`src/design/frft_pkg.sv`:
```
// shared types and constants for the frame fragment reassembly tracker
// no dependencies; used by frft_ctrl, frft_dp and the top level
package frft_pkg;

    // item field widths
    localparam int ID_W     = 8;
    localparam int SEQ_W    = 8;
    localparam int OFFSET_W = 19;

    // reset values of slot and screen state
    localparam logic [SEQ_W-1:0] SEQ_RESET = 8'd254;
    localparam logic [ID_W-1:0]  ID_RESET  = 8'd255;

    // header bytes stripped from each packet before the payload
    localparam int HEADER_BYTES = 4;

    // verdict codes
    localparam logic [1:0] VERDICT_ACCEPT = 2'd0;
    localparam logic [1:0] VERDICT_LATE   = 2'd1;
    localparam logic [1:0] VERDICT_SAME   = 2'd2;

    // one fragment header
    typedef struct packed {
        logic [ID_W-1:0]  frame_id;
        logic             screen_top;
        logic             last_fragment;
        logic [SEQ_W-1:0] seq_num;
    } t_in_item;

    // one result
    typedef struct packed {
        logic [1:0]          verdict;
        logic [OFFSET_W-1:0] write_offset;
        logic                frame_done;
        logic [ID_W-1:0]     last_good_id;
        logic                slot_reset;
    } t_out_item;

    // controller states
    typedef enum logic [2:0] {
        ST_CLEAR,
        ST_IDLE,
        ST_READ,
        ST_EVAL,
        ST_MARK1,
        ST_MARK2,
        ST_MARK3
    } t_state;

    // controller to datapath commands
    typedef struct packed {
        logic clear;
        logic load;
        logic read;
        logic eval;
        logic mark;
    } t_dp_cmd;

    // datapath to controller status
    typedef struct packed {
        logic clear_last;
        logic frame_done;
    } t_dp_status;

endpackage

```
`src/design/frft_ctrl.sv`:
```
// sequencer for the reassembly tracker: clearing pass, read, evaluate, mark
// depends on frft_pkg
module frft_ctrl
    import frft_pkg::*;
(
    input  logic       i_clk,
    input  logic       i_rst_n,
    input  logic       start,
    input  t_dp_status i_status,
    output t_dp_cmd    o_cmd,
    output logic       busy
);

    t_state r_state;
    t_state n_state;

    // state register
    always_ff @(posedge i_clk) begin
        if (!i_rst_n) begin
            r_state <= ST_CLEAR;
        end else begin
            r_state <= n_state;
        end
    end

    // next state
    always_comb begin
        n_state = r_state;
        case (r_state)
            ST_CLEAR: begin
                if (i_status.clear_last) n_state = ST_IDLE;
            end
            ST_IDLE: begin
                if (start) n_state = ST_READ;
            end
            ST_READ:  n_state = ST_EVAL;
            ST_EVAL: begin
                n_state = i_status.frame_done ? ST_MARK1 : ST_IDLE;
            end
            ST_MARK1: n_state = ST_MARK2;
            ST_MARK2: n_state = ST_MARK3;
            ST_MARK3: n_state = ST_IDLE;
            default:  n_state = ST_CLEAR;
        endcase
    end

    // command outputs
    always_comb begin
        o_cmd = '0;
        busy  = 1'b1;
        case (r_state)
            ST_CLEAR: o_cmd.clear = 1'b1;
            ST_IDLE: begin
                busy       = 1'b0;
                o_cmd.load = start;
            end
            ST_READ:  o_cmd.read = 1'b1;
            ST_EVAL:  o_cmd.eval = 1'b1;
            ST_MARK1: o_cmd.mark = 1'b1;
            ST_MARK2: o_cmd.mark = 1'b1;
            ST_MARK3: o_cmd.mark = 1'b1;
            default:  o_cmd = '0;
        endcase
    end

endmodule

```
`config.mk`:
```
export PLATFORM = sky130hd
export DESIGN_NAME = frft_ctrl
export DESIGN_NICKNAME = d
export VERILOG_FILES = /design/src/design/frft_pkg.sv /design/src/design/frft_ctrl.sv
export SDC_FILE = /design/constraint.sdc
export NUM_CORES = 1
export LEC_CHECK = 0
export BUFFER_PORTS_ARGS = -buffer_cell sky130_fd_sc_hd__buf_2
export CORE_AREA = 2 2 39 41
export DETAILED_ROUTE_END_ITERATION = 16
export DIE_AREA = 0 0 41 43
export PLACE_DENSITY = 0.45
export SYNTH_ARGS = -nofsm -noshare
export SYNTH_HDL_FRONTEND = slang
export SYNTH_SLANG_ARGS = --single-unit
```
`constraint.sdc`:
```
create_clock -name i_clk -period 0.9 [get_ports i_clk]
set_input_delay 0.18 -clock i_clk [delete_from_list [all_inputs] [get_ports i_clk]]
set_output_delay 0.18 -clock i_clk [all_outputs]
set_load 0.005 [all_outputs]
```
## After elaboration in Yosys (flattened, before gate mapping)

Cells that the tools add are included.

| word-level totals | value |
|---|---|
| register bits after elaboration | 3 |
| bits in latches | 0 |
| bits in writable memories | 0 |
| memory bits (read-only) | 0 |
| output and inout bits | 6 |
| logic and storage cells | 22 |
| memories | 0 |

| operators by class | value |
|---|---|
| $add $sub $neg | 0 |
| $mul | 0 |
| divide/modulo/power cells | 0 |
| order comparisons | 0 |
| equal/unequal tests | 8 |
| shift operators | 0 |
| muxes and demuxes | 10 |
| bitwise logic cells | 0 |
| reduce and logical (&&, ||, !) cells | 3 |

Operator list:

| operator | number |
|---|---|
| $pmux W3 S7 | 1 |
| $eq A3 B3 Y1 const B | 3 |
| $mux W3 | 3 |
| $eq A3 B2 Y1 const B | 2 |
| $mux W1 | 6 |
| $ne A2 B2 Y1 const B | 2 |
| $eq A3 B1 Y1 const B | 1 |
| $logic_not A3 Y1 | 1 |
| $reduce_or A3 Y1 | 1 |
| $reduce_and A2 Y1 | 1 |

## Depth between registers and ports, before layout

Gate-level depths: netlist of run 1.

| depth | value |
|---|---|
| word-level depth | 3 |
| depth in mapped cells | 4 |
| mapped depth without buffers | 3 |

## Least setup slack after synthesis of run 1

No wires, ideal clock.

| timing path | value |
|---|---|
| path kind | register to register |
| from | reg r_state[0] |
| to | reg r_state[0] |
| arrival | 0.809 ns |
| slack | -0.038 ns |
| stages on the path, launching flop included | 4 |
| path buffers | 1 |
| path through | dfxtp_1 clkbuf_2 o41ai_1 a21oi_1 |

| between the ends | value |
|---|---|
| longest elaborated chain between the ends | 3 |

Ends and longest elaborated chain:

| element | line | RTL |
|---|---|---|
| from (decl) | frft_ctrl.sv:14 | `t_state r_state;` |
| from (signal assigned) | frft_ctrl.sv:22 | `r_state <= n_state;` |
| $eq A3 B1 Y1 / $logic_not A3 Y1 (equally long branches) | frft_ctrl.sv:29 | `case (r_state)` |
| $ne A2 B2 Y1 (no line) | n/a |  |
| $reduce_and A2 Y1 (no line) | n/a |  |

Parallel ways exist; a longest one is shown, timed or not.
A chain may end at the register's enable or synchronous reset.

==> summary.txt, run 1 <==
Run status
  – Status: complete, but fails checks
  – Failing checks: negative setup slack

Synth
  – Post-synth ARST share: 0
  – Post-synth top area share: 0.306
  – Ys flop type: dfxtp_1
  – Post-Synthesis Cells: 23
  – Number of synthesized flops with an enable pin: 0
  – Commonest cells in the netlist: 3 x dfxtp_1, 2 x nand2_1, 2 x nor2_1
  – Top post-synthesis cells by area: dfxtp_1 31%, nor3b_2 6.4%, buf_6 5.7%
  – Synth Register Bits: 3
  – Post-synthesis cell type count: 19
  – Synth warn: 0
  – Most frequent cell after synthesis: dfxtp_1
  – Post-synthesis sequential area ratio: 0.306
  – Cell taking the most area after synthesis: dfxtp_1
  – Mapped Nets: 28
  – Syn avg cell area: 8.54 um2
  – Mapped Area: 196 um2

Worst setup path
  – Crit-path cells: buf_6 > nor3_2 > buf_2
  – Critical setup path kind: register to output pin
  – Crit path capture type: output pin
  – Crit path DAT: 0.95 ns
  – Req. time, crit path: 0.72 ns
  – Crit path max fanout: 6
  – Largest delay share family, worst path: flip-flops
  – Kind of start point of the critical path: register
  – CP max stage delay: 0.35 ns
  – Bufs and invs on worst path: 2
  – CP max-delay cell: dfxtp_4

STA
  – Final hold slack: 0.188 ns
  – Setup ws final: -0.232 ns
  – Unrepaired setup endpoints after global routing: true
  – Slew headroom: 0.851
  – Total negative slack: -1.40 ns
  – Period utilization: 1.26
  – Actual slew at the worst max-slew pin: 0.221 ns
  – Final Critical Period: 1.13 ns
  – Max Freq: 0.884 GHz
  – Final Skew: 0.00142 ns
  – Slew Viols, Final: 0
  – Hold violation count in the final report: 0
  – Final setup viols: 7

Pwr
  – VDD IR max: 0.000494 V
  – Final Power: 508 uW
  – Pwr/cell area: 1390 nW/um2
  – Static Leak: 0.188 nW

Flow run
  – Maxcap violations: 0

Cells and area
  – Layout cells sized above 1: 0.698
  – Post-route insts no fill: 59
  – Final net count: 49
  – Filler cell count in the final layout: 162
  – Final core utilization: 0.265
  – Final Cell Area: 367 um2
  – Area Overhead vs Synth: 86.6%
  – Max reg flops: 3
  – Diodes inserted: 0
  – Largest regs: r_state: 3 flops
  – Area of the multi-input gates: 130 um2
  – FF+latch area: 71.3 um2
  – Most flops, register: r_state

GRT
  – Total track usage: 0.0843
  – Grt ovf: 0
  – First-pass GRT wire length: 979 um
  – Largest net degree at the start of global routing: 9
  – Antenna violations before repair: 0
  – Number of global-route vias before repair: 269

Routing
  – Met3 Wirelength: 9 um
  – Iteration count of the initial detailed-routing pass: 4
  – WL/cell: 9.19 um
  – DR iter-0 viols: 4
  – Metal2 WL: 363 um
  – Detailed-route DRC error count: 0
  – Top Metal Used: met3
  – Routed Antenna Nets: 0
  – Post-Route WL: 542 um
  – Post-DR vias/cell: 4.00
  – M1 WL: 170 um
  – Routed vias: 236

CTS
  – CTS buffer count: 3
  – H-tree depth: 1
  – CTS root buf: clkbuf_4
  – CTS tree: built
  – Sink Count: 3
  – CTS max path bufs: 2
  – Quantity of hold-fixing buffers added after cts: 0
  – Insertion delay to the later sink of the worst-skew pair: 0.23 ns
  – CTS clock-pin slew for the worst setup and hold paths: 0.04 ns

Min path
  – Worst min path class: input pin to register

Placement
  – I/O Buffers: 10
  – Placed cell area: 298 um2
  – Detailed placer's ending HPWL: 387 um
  – Routability Congestion: 0.614
  – Placed cell count: 52
  – Setup WS pre-CTS: -0.114 ns

Floorplan
  – Initial core utilization: 0.142
  – # IOs: 11
  – Die area: 1760 um2
  – Core area: 1380 um2
  – Die H: 43 um
  – Die Width: 41 um
  – Rows: 14
==> area by class of cell <==
class                      count  area share
tap                           16      0.0546
multi-input combinational     17       0.355
sequential                     3       0.195
clock buffer                   4      0.0717
timing repair buffer          19       0.324
==> path summary, 6_finish.rpt <==
check	startpoint	to	depth (start not counted)	slack, ns
max	r_state[1]$_SDFFE_PN0P_	o_cmd[4]	3	-0.23
max reg2reg	r_state[1]$_SDFFE_PN0P_	r_state[0]$_SDFFE_PN0P_	5	-0.22
min reg2reg	r_state[0]$_SDFFE_PN0P_	r_state[0]$_SDFFE_PN0P_	2	0.59
min	i_rst_n	r_state[0]$_SDFFE_PN0P_	3	0.19
==> per-layer routing <==
layer,global-route usage,up-vias
met5,0,-
met2,0.156,1
met4,0.0600,0
met1,0.0609,115
li1,-,120
met3,0.0314,0
==> power breakdown <==
| part | leakage [nW] | internal, mW | switching (mW) |
|---|---|---|---|
| registers | 0.0267 | 0.141 | 0.0180 |
| clock network | 0.0150 | 0.166 | 0.0638 |
| logic | 0.146 | 0.0762 | 0.0429 |
| total | 0.188 | 0.383 | 0.125 |
==> cell usage in the layout, fill, tap and decap left out <==
cell type  synthesis  routed
nor2_2             0       1
nor3_2             0       1
nor2b_2            1       1
buf_6              1       1
buf_4              0       7
and3_1             1       1
nand2b_1           1       1
clkbuf_4           0       3
and3b_1            1       1
buf_2              1      11
a211o_1            1       1
nand2_1            2       2
nor3b_1            1       1
a21boi_1           1       2
clkbuf_1           0       1
nor3b_2            1       1
a21oi_1            1       1
o41ai_2            0       1
dfxtp_4            0       3
nor2_1             2       1
o21a_1             1       1
==> what timing repair did <==
item,CTS,global route
gates resized for setup,11,0
setup endpoints to repair,8,9
pin swaps,1,0
buffers inserted,3,0
endpoints found under the hold margin,0,0
==> tightest hold or removal path: cells and delay by family <==
kind | cells | cell delay (ns)
buffers and inverters | 1 | 0.12
AOI/OAI and AO/OA | 2 | 0.07
==> logic make-up (layout without fill, tap and decap cells) <==
kind of cell	count (synthesis)	in the layout	share of synthesized area
compound gates	6	6	0.229
buf+inv	3	23	0.108
flops	3	3	0.306
simple gates	11	11	0.357
Note: power is estimated with default switching activity, not from simulation.
==> run 2, diff against run 1 <==
--- a/config.mk
+++ b/config.mk
@@ -10,6 +10,7 @@
 export DETAILED_ROUTE_END_ITERATION = 16
 export DIE_AREA = 0 0 41 43
 export PLACE_DENSITY = 0.45
+export REMOVE_ABC_BUFFERS = 1
 export SYNTH_ARGS = -nofsm -noshare
 export SYNTH_HDL_FRONTEND = slang
 export SYNTH_SLANG_ARGS = --single-unit
==> run 2 against run 1 <==
Effect of this change:
- sequential power up 3%
- cell area shrank 7.5%
- non-clock buffer count shrank 3
- worst hold slack better by 0.0063 ns
- critical endpoint is now o_cmd[3]
- the run still ends with negative setup slack left
==> summary.txt, run 2 (synthesized netlist as in run 1, its figures left out) <==
Worst setup path
  – Crit-path cells: nor2_2 > and3_1 > buf_2
  – Bufs and invs on worst path: 1 (-1)
  – Worst path depth: 3 (unchanged)
  – Critical setup path kind: register to output pin
  – Crit path capture type: output pin
  – CP max stage delay: 0.36 ns (about the same)
  – Reg2reg setup slack: -0.12 ns (+0.10 ns)
  – Largest delay share family, worst path: flip-flops
  – Crit path max fanout: 7 (+1)
  – CP max-delay cell: dfxtp_4
  – Crit path DAT: 0.96 ns (about the same)
  – Kind of start point of the critical path: register
  – Req. time, crit path: 0.72 ns (about the same)
  – Worst r2r path cells: 3 (-2)

STA
  – Max Freq: 0.878 GHz (-0.62%)
  – Unrepaired setup endpoints after global routing: true
  – Hold violation count in the final report: 0 (unchanged)
  – Final Critical Period: 1.14 ns (+0.00706 ns)
  – Final Skew: 0.000370 ns (-0.00105 ns)
  – Period utilization: 1.27 (+0.00785)
  – Slew Viols, Final: 0 (unchanged)
  – Setup ws final: -0.239 ns (-0.00706 ns)
  – Final setup viols: 9 (+2)
  – Total negative slack: -1.34 ns (+0.0607 ns)
  – Slew headroom: 0.819 (-0.0318)
  – Actual slew at the worst max-slew pin: 0.268 ns (+0.0466 ns)

GRT
  – Total track usage: 0.0683 (-0.0160)
  – Grt ovf: 0 (unchanged)
  – Number of global-route vias before repair: 205 (-24%)
  – Antenna violations before repair: 0 (unchanged)
  – Largest net degree at the start of global routing: 10 (+1)
  – First-pass GRT wire length: 779 um (-20%)

Routing
  – Post-DR vias/cell: 3.93 (-1.8%)
  – WL/cell: 9.64 um (+5.0%)
  – Post-Route WL: 540 um (-0.37%)
  – Iteration count of the initial detailed-routing pass: 2 (-2)
  – Routed vias: 220 (-6.8%)
  – Detailed-route DRC error count: 0 (unchanged)
  – DR iter-0 viols: 2 (-2)
  – Routed Antenna Nets: 0 (unchanged)

Cells and area
  – Post-route insts no fill: 56 (-5.1%)
  – Final core utilization: 0.245 (-0.0199)
  – Max reg flops: 3 (unchanged)
  – Layout cells sized above 1: 0.650 (-0.0477)
  – Most frequent cells in the layout: 10 x buf_2, 6 x buf_4, 3 x clkbuf_4, 3 x dfxtp_4, 2 x a21boi_1
  – Area Overhead vs Synth: 72.6%
  – Diodes inserted: 0 (unchanged)
  – Final net count: 46 (-6.1%)
  – Most flops, register: r_state
  – Largest regs: r_state: 3 flops
  – Final Cell Area: 339 um2 (-7.5%)
  – Filler cell count in the final layout: 161 (-0.62%)
  – Commonest non-fill, non-tap cell in the layout: buf_2

CTS
  – Quantity of hold-fixing buffers added after cts: 0 (unchanged)
  – CTS buffer count: 3 (unchanged)
  – Sink Count: 3 (unchanged)
  – CTS max path bufs: 2 (unchanged)
  – CTS clock-pin slew for the worst setup and hold paths: 0.04 ns (about the same)
  – Insertion delay to the later sink of the worst-skew pair: 0.23 ns (about the same)
  – CTS root buf: clkbuf_4
  – CTS tree: built
  – H-tree depth: 1 (unchanged)

Floorplan
  – Die area: 1760 um2 (unchanged)
  – Die Width: 41 um (unchanged)
  – Rows: 14 (unchanged)
  – Initial core utilization: 0.142 (unchanged)
  – Core area: 1380 um2 (unchanged)
  – Die H: 43 um (unchanged)
  – # IOs: 11 (unchanged)

Min path
  – Hold Crit Depth: 2 (-1)
  – Worst min path class: input pin to register

Pwr
  – Pwr/cell area: 1460 nW/um2 (+5.6%)
  – VDD IR max: 0.000479 V (-3.2%)
  – Static Leak: 0.165 nW (-12%)
  – Final Power: 496 uW (-2.3%)

Run status
  – Failing checks: negative setup slack
  – Status: complete, but fails checks

Placement
  – I/O Buffers: 10 (unchanged)
  – Routability Congestion: 0.594 (-3.3%)
  – Placed cell area: 260 um2 (-13%)
  – Detailed placer's ending HPWL: 339 um (-12%)
  – Placed cell count: 48 (-7.7%)

Flow run
  – Maxcap violations: 0 (unchanged)
run 2: path summary, 6_finish.rpt:
path | start | end
worst max-delay path | r_state[1]$_SDFFE_PN0P_ | o_cmd[3]
worst min-delay path | i_rst_n | r_state[1]$_SDFFE_PN0P_
worst max register to register | r_state[1]$_SDFFE_PN0P_ | r_state[0]$_SDFFE_PN0P_
worst min register to register | r_state[0]$_SDFFE_PN0P_ | r_state[0]$_SDFFE_PN0P_
run 2: worst reg2reg max path, cell delays in order, from the launching register on:
cell     delay [ns]
dfxtp_4        0.36
buf_4          0.14
o41ai_1        0.33
a21oi_1        0.07
run 2: layer usage:
layer  vias to the layer above  global-route usage  share of wire
li1                        115                   -              -
met1                        95              0.0772           0.45
met2                        10              0.0875           0.44
met3                         0              0.0209           0.11
met4                         0              0.0800              0
met5                         -                   0              0
run 2: stage by stage:
step	setup slack [ns]	hold WS, ns
after detailed placement	-0.152	0.434
after floorplan	-0.0187	0.298
after global placement	-0.154	0.434
after global routing	-0.276	0.209
after CTS	-0.240	0.187
final	-0.239	0.194
run 2: timing repair:
action,in CTS,in global routing
pin swaps,3,0
gates resized for setup,9,1
buffers inserted,5,0
endpoints found under the setup margin,9,9
run 2: area by class of cell:
cell class                      count  area [um2]  share of cell area
Tap cell                           16        20.0              0.0590
Multi-Input combinational cell     17         126               0.373
Clock buffer                        4        26.3              0.0775
Timing Repair Buffer               16        95.1               0.280
Sequential cell                     3        71.3               0.210
run 2: where the power goes:
group          total (mW)  internal [mW]  switching, mW
registers           0.163          0.141         0.0213
clock network       0.233          0.166         0.0669
logic               0.101         0.0647         0.0361
==> run 3, diff against run 2 <==
==> constraint.sdc (replaced) <==
create_clock -name i_clk -period 1 [get_ports i_clk]
set_input_delay 0.2 -clock i_clk [delete_from_list [all_inputs] [get_ports i_clk]]
set_output_delay 0.2 -clock i_clk [all_outputs]
set_load 0.005 [all_outputs]
==> run 3 against run 2 <==
Effect of this change:
- the run still ends with negative setup slack left
- clock power is 11% lower
- via count is 0.91% higher
- register-to-register slack better by 0.10 ns
- combinational power is 14% lower
- first-iteration DRC count stayed put
- non-clock buffer count is 2 lower
- sequential cell count stayed put
- clock-buffer cell count stayed put
- global-route usage is 0.40 points lower
- critical endpoint is now o_cmd[1]
- core utilization is 0.36 points lower
- cell area is 1.5% lower
- sequential share of layout area is 0.32 points higher
==> summary.txt, run 3 (synthesized netlist as in run 1, its figures left out) <==
Run status
  – Status: complete, but fails checks
  – Failing checks: negative setup slack

Pwr
  – Final Power: 442 uW (-11%)
  – Flop pwr share: 0.333 (+0.005)
  – Net Sw Frac: 0.249 (-0.000877)
  – Cell internal pwr: 332 uW (-11%)
  – Pwr/cell area: 1320 nW/um2 (-9.6%)
  – VDD IR max: 0.000447 V (-6.7%)
  – Sw Pwr: 110 uW (-11%)
  – Static Leak: 0.161 nW (-2.3%)
  – Clk pwr share: 0.471 (+0.002)
  – Combinational share of power: 0.196 (-0.007)

Cells and area
  – Commonest non-fill, non-tap cell in the layout: buf_2
  – Max reg flops: 3 (unchanged)
  – Largest regs: r_state: 3 flops
  – Most flops, register: r_state
  – Most frequent cells in the layout: 10 x buf_2, 4 x buf_4, 3 x clkbuf_4, 3 x dfxtp_4
  – Final core utilization: 0.241 (-0.00362)
  – Filler cell count in the final layout: 155 (-3.7%)
  – Post-route insts no fill: 54 (-3.6%)
  – Layout cells sized above 1: 0.632 (-0.0184)
  – Area Overhead vs Synth: 70.1%
  – Final net count: 44 (-4.3%)
  – Diodes inserted: 0 (unchanged)

Worst setup path
  – Critical setup path kind: register to output pin
  – Reg-to-Reg Start: r_state[1]$_SDFFE_PN0P_
  – Crit path max fanout: 8 (+1)
  – Req. time, crit path: 0.80 ns (+0.08 ns)
  – Reg2reg setup slack: -0.02 ns (+0.10 ns)
  – Crit path capture type: output pin
  – Crit path DAT: 0.94 ns (-0.02 ns)
  – Kind of start point of the critical path: register
  – Worst R2R End: r_state[0]$_SDFFE_PN0P_
  – Worst r2r path cells: 4 (+1)

Routing
  – Routed vias: 222 (+0.91%)
  – DR iter-0 viols: 2 (unchanged)
  – Iteration count of the initial detailed-routing pass: 2 (unchanged)
  – WL/cell: 8.56 um (-11%)
  – Post-DR vias/cell: 4.11 (+4.6%)
  – Post-Route WL: 462 um (-14%)
  – Detailed-route DRC error count: 0 (unchanged)
  – Routed Antenna Nets: 0 (unchanged)

STA
  – Final Critical Period: 1.14 ns
  – Final Skew: 0.000658 ns (+0.000289 ns)
  – Slew headroom: 0.853 (+0.0335)
  – Actual slew at the worst max-slew pin: 0.219 ns (-0.0492 ns)
  – Max Freq: 0.874 GHz
  – Slew Viols, Final: 0 (unchanged)
  – Final setup viols: 7 (-2)
  – Hold violation count in the final report: 0 (unchanged)
  – Unrepaired setup endpoints after global routing: true
  – Setup ws final: -0.144 ns (+0.0950 ns)
  – Period utilization: 1.14
  – Final hold slack: 0.205 ns (+0.0111 ns)

CTS
  – Sink Count: 3 (unchanged)
  – CTS buffer count: 3 (unchanged)
  – H-tree depth: 1 (unchanged)
  – CTS max path bufs: 2 (unchanged)
  – CTS tree: built
  – CTS clock-pin slew for the worst setup and hold paths: 0.03 ns (about the same)
  – CTS root buf: clkbuf_4
  – Insertion delay to the later sink of the worst-skew pair: 0.23 ns (about the same)

Floorplan
  – Die area: 1760 um2 (unchanged)
  – Core area: 1380 um2 (unchanged)
  – Die Width: 41 um (unchanged)
  – Rows: 14 (unchanged)
  – Die H: 43 um (unchanged)
  – Initial core utilization: 0.142 (unchanged)
  – # IOs: 11 (unchanged)

GRT
  – Grt ovf: 0 (unchanged)
  – Antenna violations before repair: 0 (unchanged)
  – First-pass GRT wire length: 703 um (-9.8%)
  – Total track usage: 0.0643 (-0.00402)
  – Largest net degree at the start of global routing: 10 (unchanged)
  – Number of global-route vias before repair: 183 (-11%)

Placement
  – Placed cell count: 47 (-2.1%)
  – Setup WS pre-CTS: -0.0599 ns (+0.0919 ns)
  – I/O Buffers: 10 (unchanged)
  – Detailed placer's ending HPWL: 336 um (-0.77%)
  – Routability Congestion: 0.604 (+1.8%)

Min path
  – Worst Hold End: r_state[0]$_SDFFE_PN0P_
  – Hold Crit Depth: 3 (+1)
  – Worst min path class: input pin to register
  – Worst hold start: i_rst_n

Flow run
  – Maxcap violations: 0 (unchanged)
run 3: cell count changes in the layout (fill, tap and decap cells not counted):
| cell | change |
|---|---|
| nand2_1 | +1 |
| nor2_2 | -1 |
| nand2_2 | -1 |
| o41ai_2 | +1 |
| nor2_4 | +1 |
| buf_4 | -2 |
| o41ai_1 | -1 |
run 3: critical path, stage by stage, from the launching register on:
cell,delay [ns]
dfxtp_4,0.39
and3b_1,0.20
buf_2,0.12
run 3: power by group through the flow:
stage / Sequential (mW) / Combinational (mW) / Clock, mW
3_5_place_dp: 0.149 / 0.0694 / 0
6_report: 0.147 / 0.0869 / 0.208
5_1_grt: 0.150 / 0.0983 / 0.224
4_1_cts: 0.146 / 0.0866 / 0.223
2_1_floorplan: 0.144 / 0.0366 / 0
3_3_place_gp: 0.149 / 0.0697 / 0
run 3: how the worst max path moves through the flow:
stage | from | end | slack (ns) | cells after the start
final | r_state[2]$_SDFFE_PN0P_ | o_cmd[1] | -0.14 | 2
after global routing | r_state[2]$_SDFFE_PN0P_ | o_cmd[2] | -0.20 | 2
after CTS | r_state[2]$_SDFFE_PN0P_ | o_cmd[3] | -0.15 | 3
after detailed placement | r_state[1]$_SDFFE_PN0P_ | o_cmd[3] | -0.06 | 3
after global placement | r_state[1]$_SDFFE_PN0P_ | o_cmd[3] | -0.07 | 3
after floorplan | r_state[1]$_SDFFE_PN0P_ | r_state[0]$_SDFFE_PN0P_ | 0.08 | 3
run 3: what timing repair did:
item	4_1_cts	5_1_grt
endpoints found under the hold margin	0	0
endpoints found under the setup margin	8	7
resized for setup	11	2
pin swaps	0	1
cloned	0	0
hold buffers	0	0
setup buffers	3	0
run 3: layer usage:
metal  GRT usage  vias to the layer above  part of all wire
li1            -                      114                 -
met1      0.0772                       98              0.41
met2      0.0781                       10              0.46
met3      0.0157                        0              0.13
met4      0.0800                        0                 0
met5           0                        -                 0
run 3: final cells by class:
type	count	area (um2)	area share
Sequential cell	3	71.3	0.213
Tap cell	16	20.0	0.0599
Multi-Input combinational cell	17	136	0.408
Clock buffer	4	26.3	0.0787
Timing Repair Buffer	14	80.1	0.240
run 3: stage by stage:
step,instance area (um2),TNS (ns)
final,334,-0.700
after global routing,334,-1.04
after CTS,329,-0.786
after detailed placement,253,-0.172
after global placement,253,-0.205
after floorplan,175,0
